===== config.mk =====
export PLATFORM = sky130hd
export DESIGN_NAME = line_frequency_meter_unit
export DESIGN_NICKNAME = d
export VERILOG_FILES = /design/src/hw/rtl/lfm_pkg.sv /design/src/hw/rtl/line_frequency_meter_unit.sv /design/src/hw/rtl/lfm_div_serial.sv
export SDC_FILE = /design/constraint.sdc
export NUM_CORES = 1
export LEC_CHECK = 0
export BUFFER_PORTS_ARGS = -buffer_cell sky130_fd_sc_hd__buf_4
export CELL_PAD_IN_SITES_DETAIL_PLACEMENT = 2
export CELL_PAD_IN_SITES_GLOBAL_PLACEMENT = 2
export CORE_ASPECT_RATIO = 0.9
export CORE_MARGIN = 5
export CORE_UTILIZATION = 35
export DETAILED_ROUTE_END_ITERATION = 8
export GPL_TIMING_DRIVEN = 0
export HOLD_SLACK_MARGIN = 0.06
export PLACE_DENSITY_LB_ADDON = 0.1
export SYNTH_ARGS = -nofsm -noshare
export SYNTH_HDL_FRONTEND = slang
export SYNTH_SLANG_ARGS = --single-unit

===== constraint.sdc =====
create_clock -name i_clk -period 3.9 [get_ports i_clk]
set_input_delay 0.195 -clock i_clk [delete_from_list [all_inputs] [get_ports i_clk]]
set_output_delay 0.195 -clock i_clk [all_outputs]
set_load 0.1 [all_outputs]

===== src/hw/rtl/lfm_pkg.sv =====
// lfm_pkg.sv
// widths, constants and shared types of the line frequency meter
// no dependencies
`default_nettype none

package lfm_pkg;

    localparam int PERIOD_W = 16;
    localparam int FREQ_W   = 10;
    localparam int SIXTH_W  = 12;
    localparam int Q6_W     = 14;
    localparam int RUN_W    = 8;
    localparam int STEP_W   = 4;

    localparam logic [PERIOD_W-1:0] GOOD_LO = 16'd16000;
    localparam logic [PERIOD_W-1:0] GOOD_HI = 16'd22000;
    localparam logic [PERIOD_W-1:0] FREQ_HI = 16'd25000;

    localparam logic [Q6_W-1:0]    SIXTH_LO   = 14'd2700;
    localparam logic [Q6_W-1:0]    SIXTH_HI   = 14'd3400;
    localparam logic [SIXTH_W-1:0] SIXTH_50HZ = 12'd3333;
    localparam logic [SIXTH_W-1:0] SIXTH_60HZ = 12'd2777;

    localparam logic [FREQ_W-1:0] FREQ_MIN = 10'd400;
    localparam logic [FREQ_W-1:0] FREQ_MAX = 10'd625;

    localparam logic [RUN_W-1:0] RUN_MAX   = 8'd255;
    localparam logic [RUN_W-1:0] RUN_LIMIT = 8'd3;

    // 10000000 split as (9765 << 10) + 640; quotient fits in 10 bits
    localparam logic [PERIOD_W-1:0] DIV_PRE   = 16'd9765;
    localparam logic [FREQ_W-1:0]   DIV_LOW   = 10'd640;
    localparam logic [STEP_W-1:0]   DIV_STEPS = 4'd10;
    localparam logic [STEP_W-1:0]   LAST_STEP = 4'd15;

    localparam logic CFG_AUTO = 1'b0;
    localparam logic CFG_MODE = 1'b1;

    typedef enum logic [1:0] {
        ST_IDLE = 2'b01,
        ST_CALC = 2'b10
    } t_state;

    typedef struct packed {
        logic              done;
        logic [FREQ_W-1:0] freq_q;
        logic [Q6_W-1:0]   sixth;
    } t_div_sts;

endpackage

`default_nettype wire


===== src/hw/rtl/line_frequency_meter_unit.sv =====
// Line frequency meter. Each transfer on the input channel is one tick that may carry a
// zero-crossing capture of a free-running 16-bit timer. The block updates the period,
// qualifies it over runs of good and bad periods, and derives the line frequency in
// 0.1 Hz units and the one-sixth-period trigger interval, then returns one result per
// tick. Each item is handled in order before the next input transfer is taken: the capture
// is taken, the bit-serial divider runs (10000000 / period and period / 6 run side by side,
// one quotient bit per cycle), and state is updated and the output register loaded, which
// waits while a stalled result still holds the output register. The result register
// lets a finished result wait while the next tick is taken. Write configuration only
// while idle.
// depends on lfm_pkg and lfm_div_serial
`default_nettype none

module line_frequency_meter_unit (
    input  wire logic                         i_clk,
    input  wire logic                         i_rst_n,
    input  wire logic                         i_cfg_we,
    input  wire logic                         i_cfg_index,
    input  wire logic                         i_cfg_data,
    input  wire logic                         i_in_valid,
    output logic                              o_in_stall,
    input  wire logic                         i_capture_valid,
    input  wire logic [lfm_pkg::PERIOD_W-1:0] i_capture_time,
    output logic                              o_out_valid,
    input  wire logic                         i_out_stall,
    output logic [lfm_pkg::PERIOD_W-1:0]      o_period_ticks,
    output logic [lfm_pkg::FREQ_W-1:0]        o_frequency_tenths,
    output logic                              o_zero_ok,
    output logic [lfm_pkg::SIXTH_W-1:0]       o_line_sixth
);
    import lfm_pkg::*;

    t_state              r_state, n_state;
    logic                r_auto;
    logic                r_mode;
    logic [PERIOD_W-1:0] r_last;
    logic [PERIOD_W-1:0] r_period;
    logic [RUN_W-1:0]    r_good, n_good;
    logic [RUN_W-1:0]    r_bad, n_bad;
    logic                r_zok, n_zok;
    logic [FREQ_W-1:0]   r_freq, n_freq;
    logic [SIXTH_W-1:0]  n_sixth;
    logic                r_out_valid;

    logic                in_xfer;
    logic                slot_free;
    logic                finish;
    logic                later;
    logic [PERIOD_W-1:0] new_period;
    logic [PERIOD_W-1:0] div_period;
    logic                is_good;
    t_div_sts            div_sts;

    lfm_div_serial u_div (
        .i_clk    (i_clk),
        .i_rst_n  (i_rst_n),
        .i_start  (in_xfer),
        .i_period (div_period),
        .o_sts    (div_sts)
    );

    assign div_period = i_capture_valid ? new_period : r_period;

    assign o_in_stall = !i_rst_n || (r_state != ST_IDLE);
    assign in_xfer    = i_in_valid && !o_in_stall;
    assign slot_free  = !r_out_valid || !i_out_stall;
    assign finish     = (r_state == ST_CALC) && div_sts.done && slot_free;

    // wrap case drops one tick, equal captures give 65535
    assign later      = (i_capture_time > r_last);
    assign new_period = i_capture_time - r_last - {{(PERIOD_W-1){1'b0}}, ~later};

    assign is_good = (r_period > GOOD_LO) && (r_period < GOOD_HI);

    always_comb begin
        n_state = r_state;
        case (r_state)
            ST_IDLE: if (in_xfer) n_state = ST_CALC;
            ST_CALC: if (finish) n_state = ST_IDLE;
            default: n_state = ST_IDLE;
        endcase
    end

    always_comb begin
        if (is_good) begin
            n_bad  = '0;
            n_good = (r_good < RUN_MAX) ? r_good + 1'b1 : RUN_MAX;
        end else begin
            n_good = '0;
            n_bad  = (r_bad < RUN_MAX) ? r_bad + 1'b1 : RUN_MAX;
        end
        n_zok = r_zok;
        if (n_good > RUN_LIMIT) n_zok = 1'b1;
        if (n_bad > RUN_LIMIT) n_zok = 1'b0;
        n_freq = r_freq;
        if ((r_period > GOOD_LO) && (r_period < FREQ_HI)) n_freq = div_sts.freq_q;
        if ((div_sts.sixth > SIXTH_LO) && (div_sts.sixth < SIXTH_HI) && r_auto) begin
            n_sixth = div_sts.sixth[SIXTH_W-1:0];
        end else begin
            n_sixth = r_mode ? SIXTH_60HZ : SIXTH_50HZ;
        end
    end

    always_ff @(posedge i_clk) begin
        if (!i_rst_n) begin
            r_state     <= ST_IDLE;
            r_auto      <= 1'b0;
            r_mode      <= 1'b0;
            r_last      <= '0;
            r_period    <= '0;
            r_good      <= '0;
            r_bad       <= '0;
            r_zok       <= 1'b0;
            r_freq      <= '0;
            r_out_valid <= 1'b0;
        end else begin
            r_state <= n_state;
            if (i_cfg_we) begin
                case (i_cfg_index)
                    CFG_AUTO: r_auto <= i_cfg_data;
                    CFG_MODE: r_mode <= i_cfg_data;
                    default: ;
                endcase
            end
            if (in_xfer && i_capture_valid) begin
                r_period <= new_period;
                r_last   <= i_capture_time;
            end
            if (finish) begin
                r_good  <= n_good;
                r_bad   <= n_bad;
                r_zok   <= n_zok;
                r_freq  <= n_freq;
            end
            if (finish) begin
                r_out_valid <= 1'b1;
            end else if (!i_out_stall) begin
                r_out_valid <= 1'b0;
            end
        end
    end

    always_ff @(posedge i_clk) begin
        if (finish) begin
            o_period_ticks     <= r_period;
            o_frequency_tenths <= n_freq;
            o_zero_ok          <= n_zok;
            o_line_sixth       <= n_sixth;
        end
    end

    assign o_out_valid = r_out_valid;

endmodule

`default_nettype wire


===== src/hw/rtl/lfm_div_serial.sv =====
// lfm_div_serial.sv
// bit-serial dividers: 10000000 / period and period / 6, one bit per cycle
// depends on lfm_pkg
`default_nettype none

module lfm_div_serial (
    input  wire logic                          i_clk,
    input  wire logic                          i_rst_n,
    input  wire logic                          i_start,
    input  wire logic [lfm_pkg::PERIOD_W-1:0]  i_period,
    output lfm_pkg::t_div_sts                  o_sts
);
    import lfm_pkg::*;

    logic                r_busy, n_busy;
    logic                r_done, n_done;
    logic [STEP_W-1:0]   r_step;
    logic [PERIOD_W-1:0] r_div;
    logic [PERIOD_W-1:0] r_rem;
    logic [FREQ_W-1:0]   r_dbits;
    logic [FREQ_W-1:0]   r_quot;
    logic [PERIOD_W-1:0] r_pshift;
    logic [2:0]          r_rem6;
    logic [Q6_W-1:0]     r_q6;

    logic [PERIOD_W+1:0] trial;
    logic [3:0]          t6;
    logic                ge6;

    assign trial = {1'b0, r_rem, r_dbits[FREQ_W-1]} - {2'b00, r_div};
    assign t6    = {r_rem6, r_pshift[PERIOD_W-1]};
    assign ge6   = (t6 >= 4'd6);

    always_comb begin
        n_busy = r_busy;
        n_done = r_done;
        if (i_start) begin
            n_busy = 1'b1;
            n_done = 1'b0;
        end else if (r_busy && (r_step == LAST_STEP)) begin
            n_busy = 1'b0;
            n_done = 1'b1;
        end
    end

    always_ff @(posedge i_clk) begin
        if (!i_rst_n) begin
            r_busy <= 1'b0;
            r_done <= 1'b0;
            r_step <= '0;
        end else begin
            r_busy <= n_busy;
            r_done <= n_done;
            if (i_start) begin
                r_step <= '0;
            end else if (r_busy) begin
                r_step <= r_step + 1'b1;
            end
        end
    end

    always_ff @(posedge i_clk) begin
        if (i_start) begin
            r_div    <= i_period;
            r_rem    <= DIV_PRE;
            r_dbits  <= DIV_LOW;
            r_quot   <= '0;
            r_pshift <= i_period;
            r_rem6   <= '0;
            r_q6     <= '0;
        end else if (r_busy) begin
            // restoring step against the period
            if (r_step < DIV_STEPS) begin
                r_dbits <= {r_dbits[FREQ_W-2:0], 1'b0};
                r_quot  <= {r_quot[FREQ_W-2:0], ~trial[PERIOD_W+1]};
                if (!trial[PERIOD_W+1]) begin
                    r_rem <= trial[PERIOD_W-1:0];
                end else begin
                    r_rem <= {r_rem[PERIOD_W-2:0], r_dbits[FREQ_W-1]};
                end
            end
            // division by six, msb first
            r_pshift <= {r_pshift[PERIOD_W-2:0], 1'b0};
            r_rem6   <= ge6 ? 3'(t6 - 4'd6) : t6[2:0];
            r_q6     <= {r_q6[Q6_W-2:0], ge6};
        end
    end

    assign o_sts.done   = r_done;
    assign o_sts.freq_q = r_quot;
    assign o_sts.sixth  = r_q6;

endmodule

`default_nettype wire


==> run metrics <==
Mapped Area=9960 um2; CP max stage delay=0.58 ns; number of synthesized flops with an enable pin=71; RR Startpoint=r_last[8]; Hold Crit Class=input pin to flip-flop; initial DRC count=252; Core Region=28000 um2; WP data required=4.11 ns; RSZ-0062 raised after global routing=true; synthesized flop and latch total=187; Max Root-Sink Buffers=2; max-cap violations=0; top layer reached by signal wires=met4; most common cell in the netlist=nand2_1; Hold Fails Final Rpt=0; Synth Area in Simple Gates=0.153; Slew HR=0.140; area share of xor/xnor cells in the synthesized design=0.0237; pwr/cell area=468 nW/um2; Area Growth Syn to Fin=23.9%; commonest cells in the netlist=152 x nand2_1, 116 x dfxtp_1, 87 x inv_1, 71 x edfxtp_1, 70 x a21oi_1; final WL=31000 um; post-layout minimum cycle time=4.16 ns; setup ws final=-0.262 ns; Yosys top cell area share=0.233; Std-Cell Rows=58; vias post-DR=8115; DRC=0; Clock Latency Late Sink=0.45 ns; CTS H-tree depth=4; FF-to-FF setup slack=-0.26 ns; area leader, netlist=dfxtp_1; total power draw=5.78 mW; I/O pins=65; main area contributors after synthesis=dfxtp_1 23%, edfxtp_1 21%, ha_1 7.9%; gr ovfl total=0; failing checks=negative setup slack; fin util=0.441; cells on worst reg2reg path=19; wire per inst=19.9 um; Slew @ Worst Pin=1.29 ns; final net count=1276; CTS tree=built; vias in the first global route=8906; ys async rst share=0; Avg Cell Area, Syn=9.40 um2; count of cell types in the netlist=72; Post-synth top flop=dfxtp_1; critical path's slowest cell=fa_2; worst setup path endpoint=u_div.r_pshift[8]; CP Capture Type=flip-flop; CTS Buf Count=17; clock sinks=187; total die area=31900 um2; Root Driver=clkbuf_16; ratio of final minimum period to clock period=1.07; Final Skew=0.0164 ns; complex-gate fraction of the synthesized area=0.169; crit path launch type=flip-flop; critical path cell sequence=ha_1 -> inv_1 -> nor4_4 -> o21ai_1 -> a21o_1 -> a21boi_2 -> o22ai_2 -> fa_2 -> inv_2 -> ha_4 -> nor2_4 -> fa_2 -> nand2_2 -> a31o_4 -> a21bo_4 -> a21oi_4 -> xnor2_2 -> mux2_4 -> mux2_4; status=finished with violations; total nets after synthesis=1150; Max VDD drop=302 uV; synthesized instance count=1060; Leak Pwr=4.90 nW; Antenna Nets Post-Route=0; Max Fclk=0.240 GHz; Initial Utilization=0.356; Final setup viols=17; vias per cell=5.21; WP depth=19; delay-heaviest family, CP=adder cells; Die X=188 um; initial antenna violation count=1; Clk pin slew, worst setup/hold paths=0.08 ns; antenna cells=0; die span in y=170 um; WHS Path Cells=4; # port buffers=63; wire length on met2=15800 um; DR pass1 iterations=4; sequential area share after synthesis=0.447; Adder-Cell Fraction of Synth Area=0.0851; routability cong.=0.793; Crit path buffers/inverters=2; Worst EP arrival=4.37 ns; fin. max-slew vios=0; end of the worst register-to-register path=u_div.r_pshift[8]; largest family of logic cells by synthesized area=compound AO/OA/AOI/OAI gates; global-route wire length before repair=49400 um; Detail Placement HPWL=21600 um; Yosys warnings=0; Crit Path Category=flip-flop to flip-flop; HP Start=i_cfg_we; mux share of post-synthesis cell area=0.0660; Worst Path Max Fanout=4; CP startpoint=r_last[8]; layout cells sized above 1=0.202; wire length on met3=596 um; largest net degree at the start of global routing=49; GRT Util Overall=0.195; met1 WL=14200 um
-- kinds of logic (layout without fill, tap and decap cells) --
kind of cell / count (synthesis) / in the layout
multiplexers: 62 / 62
AO/OA/AOI/OAI: 254 / 254
XOR/XNOR: 27 / 27
adder cells (fa/ha/maj): 66 / 66
other: 1 / 1
flip-flops: 187 / 187
buffers and inverters: 133 / 272
AND/OR/NAND/NOR: 330 / 330
-- report_power, final --
part           leakage, nW  internal (mW)  switching [mW]  total (mW)
Combinational         3.00          0.686           0.949        1.64
Sequential            1.60           2.18           0.135        2.32
Clock                0.300          0.914           0.907        1.82
Total                 4.90           3.78            1.99        5.78
-- layout make-up --
type                       count  area (um2)
buffer                        45         223
clock buffer                  19         464
clock inverter                13         144
fill                        3005       15700
inverter                      88         330
multi-input combinational    740        5410
sequential                   187        4470
tap                          360         450
timing repair buffer         107         860
-- how the worst min path moves through the flow --
stage                                  end
after global placement    u_div.r_dbits[7]
final                               r_auto
after global routing                r_auto
after CTS                           r_auto
after detailed placement  u_div.r_dbits[7]
after floorplan                  r_last[1]
-- through the flow --
step / instance area (um2) / setup TNS (ns) / hold slack (ns) / std cells / worst slack [ns]
after floorplan: 10000 / -0.0320 / 0.332 / 1060 / -0.0320
after global placement: 10900 / -9.00 / 0.433 / 1483 / -0.717
after detailed placement: 10900 / -10.80 / 0.440 / 1483 / -0.784
after CTS: 12000 / -2.39 / 0.134 / 1550 / -0.290
after global routing: 12400 / -7.29 / 0.185 / 1559 / -0.476
final: 12400 / -2.64 / 0.177 / 1559 / -0.262
-- worst reg2reg max path, cell delays in order, from the launching register on --
cell and delay [ns]:
dfxtp_2 0.34, ha_1 0.28, inv_1 0.09, nor4_4 0.32, o21ai_1 0.10, a21o_1 0.17, a21boi_2 0.13, o22ai_2 0.10
fa_2 0.58, inv_2 0.05, ha_4 0.16, nor2_4 0.07, fa_2 0.21, nand2_2 0.07, a31o_4 0.25, a21bo_4 0.22
a21oi_4 0.16, xnor2_2 0.09, mux2_4 0.27, mux2_4 0.26
-- timing repair --
item / CTS / global route
endpoints found under the hold margin: 19 / 0
gates resized for setup: 39 / 49
endpoints found under the setup margin: 35 / 29
cloned: 0 / 0
pin swaps: 27 / 21
setup buffers: 14 / 10
hold buffers: 21 / 0
-- registers in the layout (all words and copies together) (netlist names), 2 cells and up --
| name | cells |
|---|---|
| o_frequency_tenths | 10 |
| o_line_sixth | 12 |
| o_period_ticks | 16 |
| r_bad | 8 |
| r_freq | 10 |
| r_good | 8 |
| r_last | 16 |
| r_period | 16 |
| r_state | 2 |
| u_div.r_dbits | 3 |
| u_div.r_div | 16 |
| u_div.r_pshift | 16 |
| u_div.r_q6 | 14 |
| u_div.r_quot | 10 |
| u_div.r_rem | 16 |
| u_div.r_rem6 | 3 |
| u_div.r_step | 4 |
-- metal layers --
metal | GRT usage | up-vias
li1 | - | 3965
met1 | 0.244 | 4043
met2 | 0.355 | 79
met3 | 0.0306 | 28
met4 | 0.0472 | 0
met5 | 0 | -
-- placed cells by master (no fill, tap or decap), drive strengths merged, types with 8 or more instances in the layout --
master and instances:
a21boi 34, inv 96, nor2 61, nor2b 17, o211ai 9, mux2 30, nand2b 8, xor2 12
buf 99, and2 10, edfxtp 71, a21o 17, nand3 23, xnor2 15, and3 8, ha 63
a211oi 12, nor3 19, a31oi 12, a21oi 70, dlygate4sd3 21, nand2 153, o21ai 39, mux2i 32
dfxtp 116, clkbuf 51
Power figures use the tool's default switching activity.
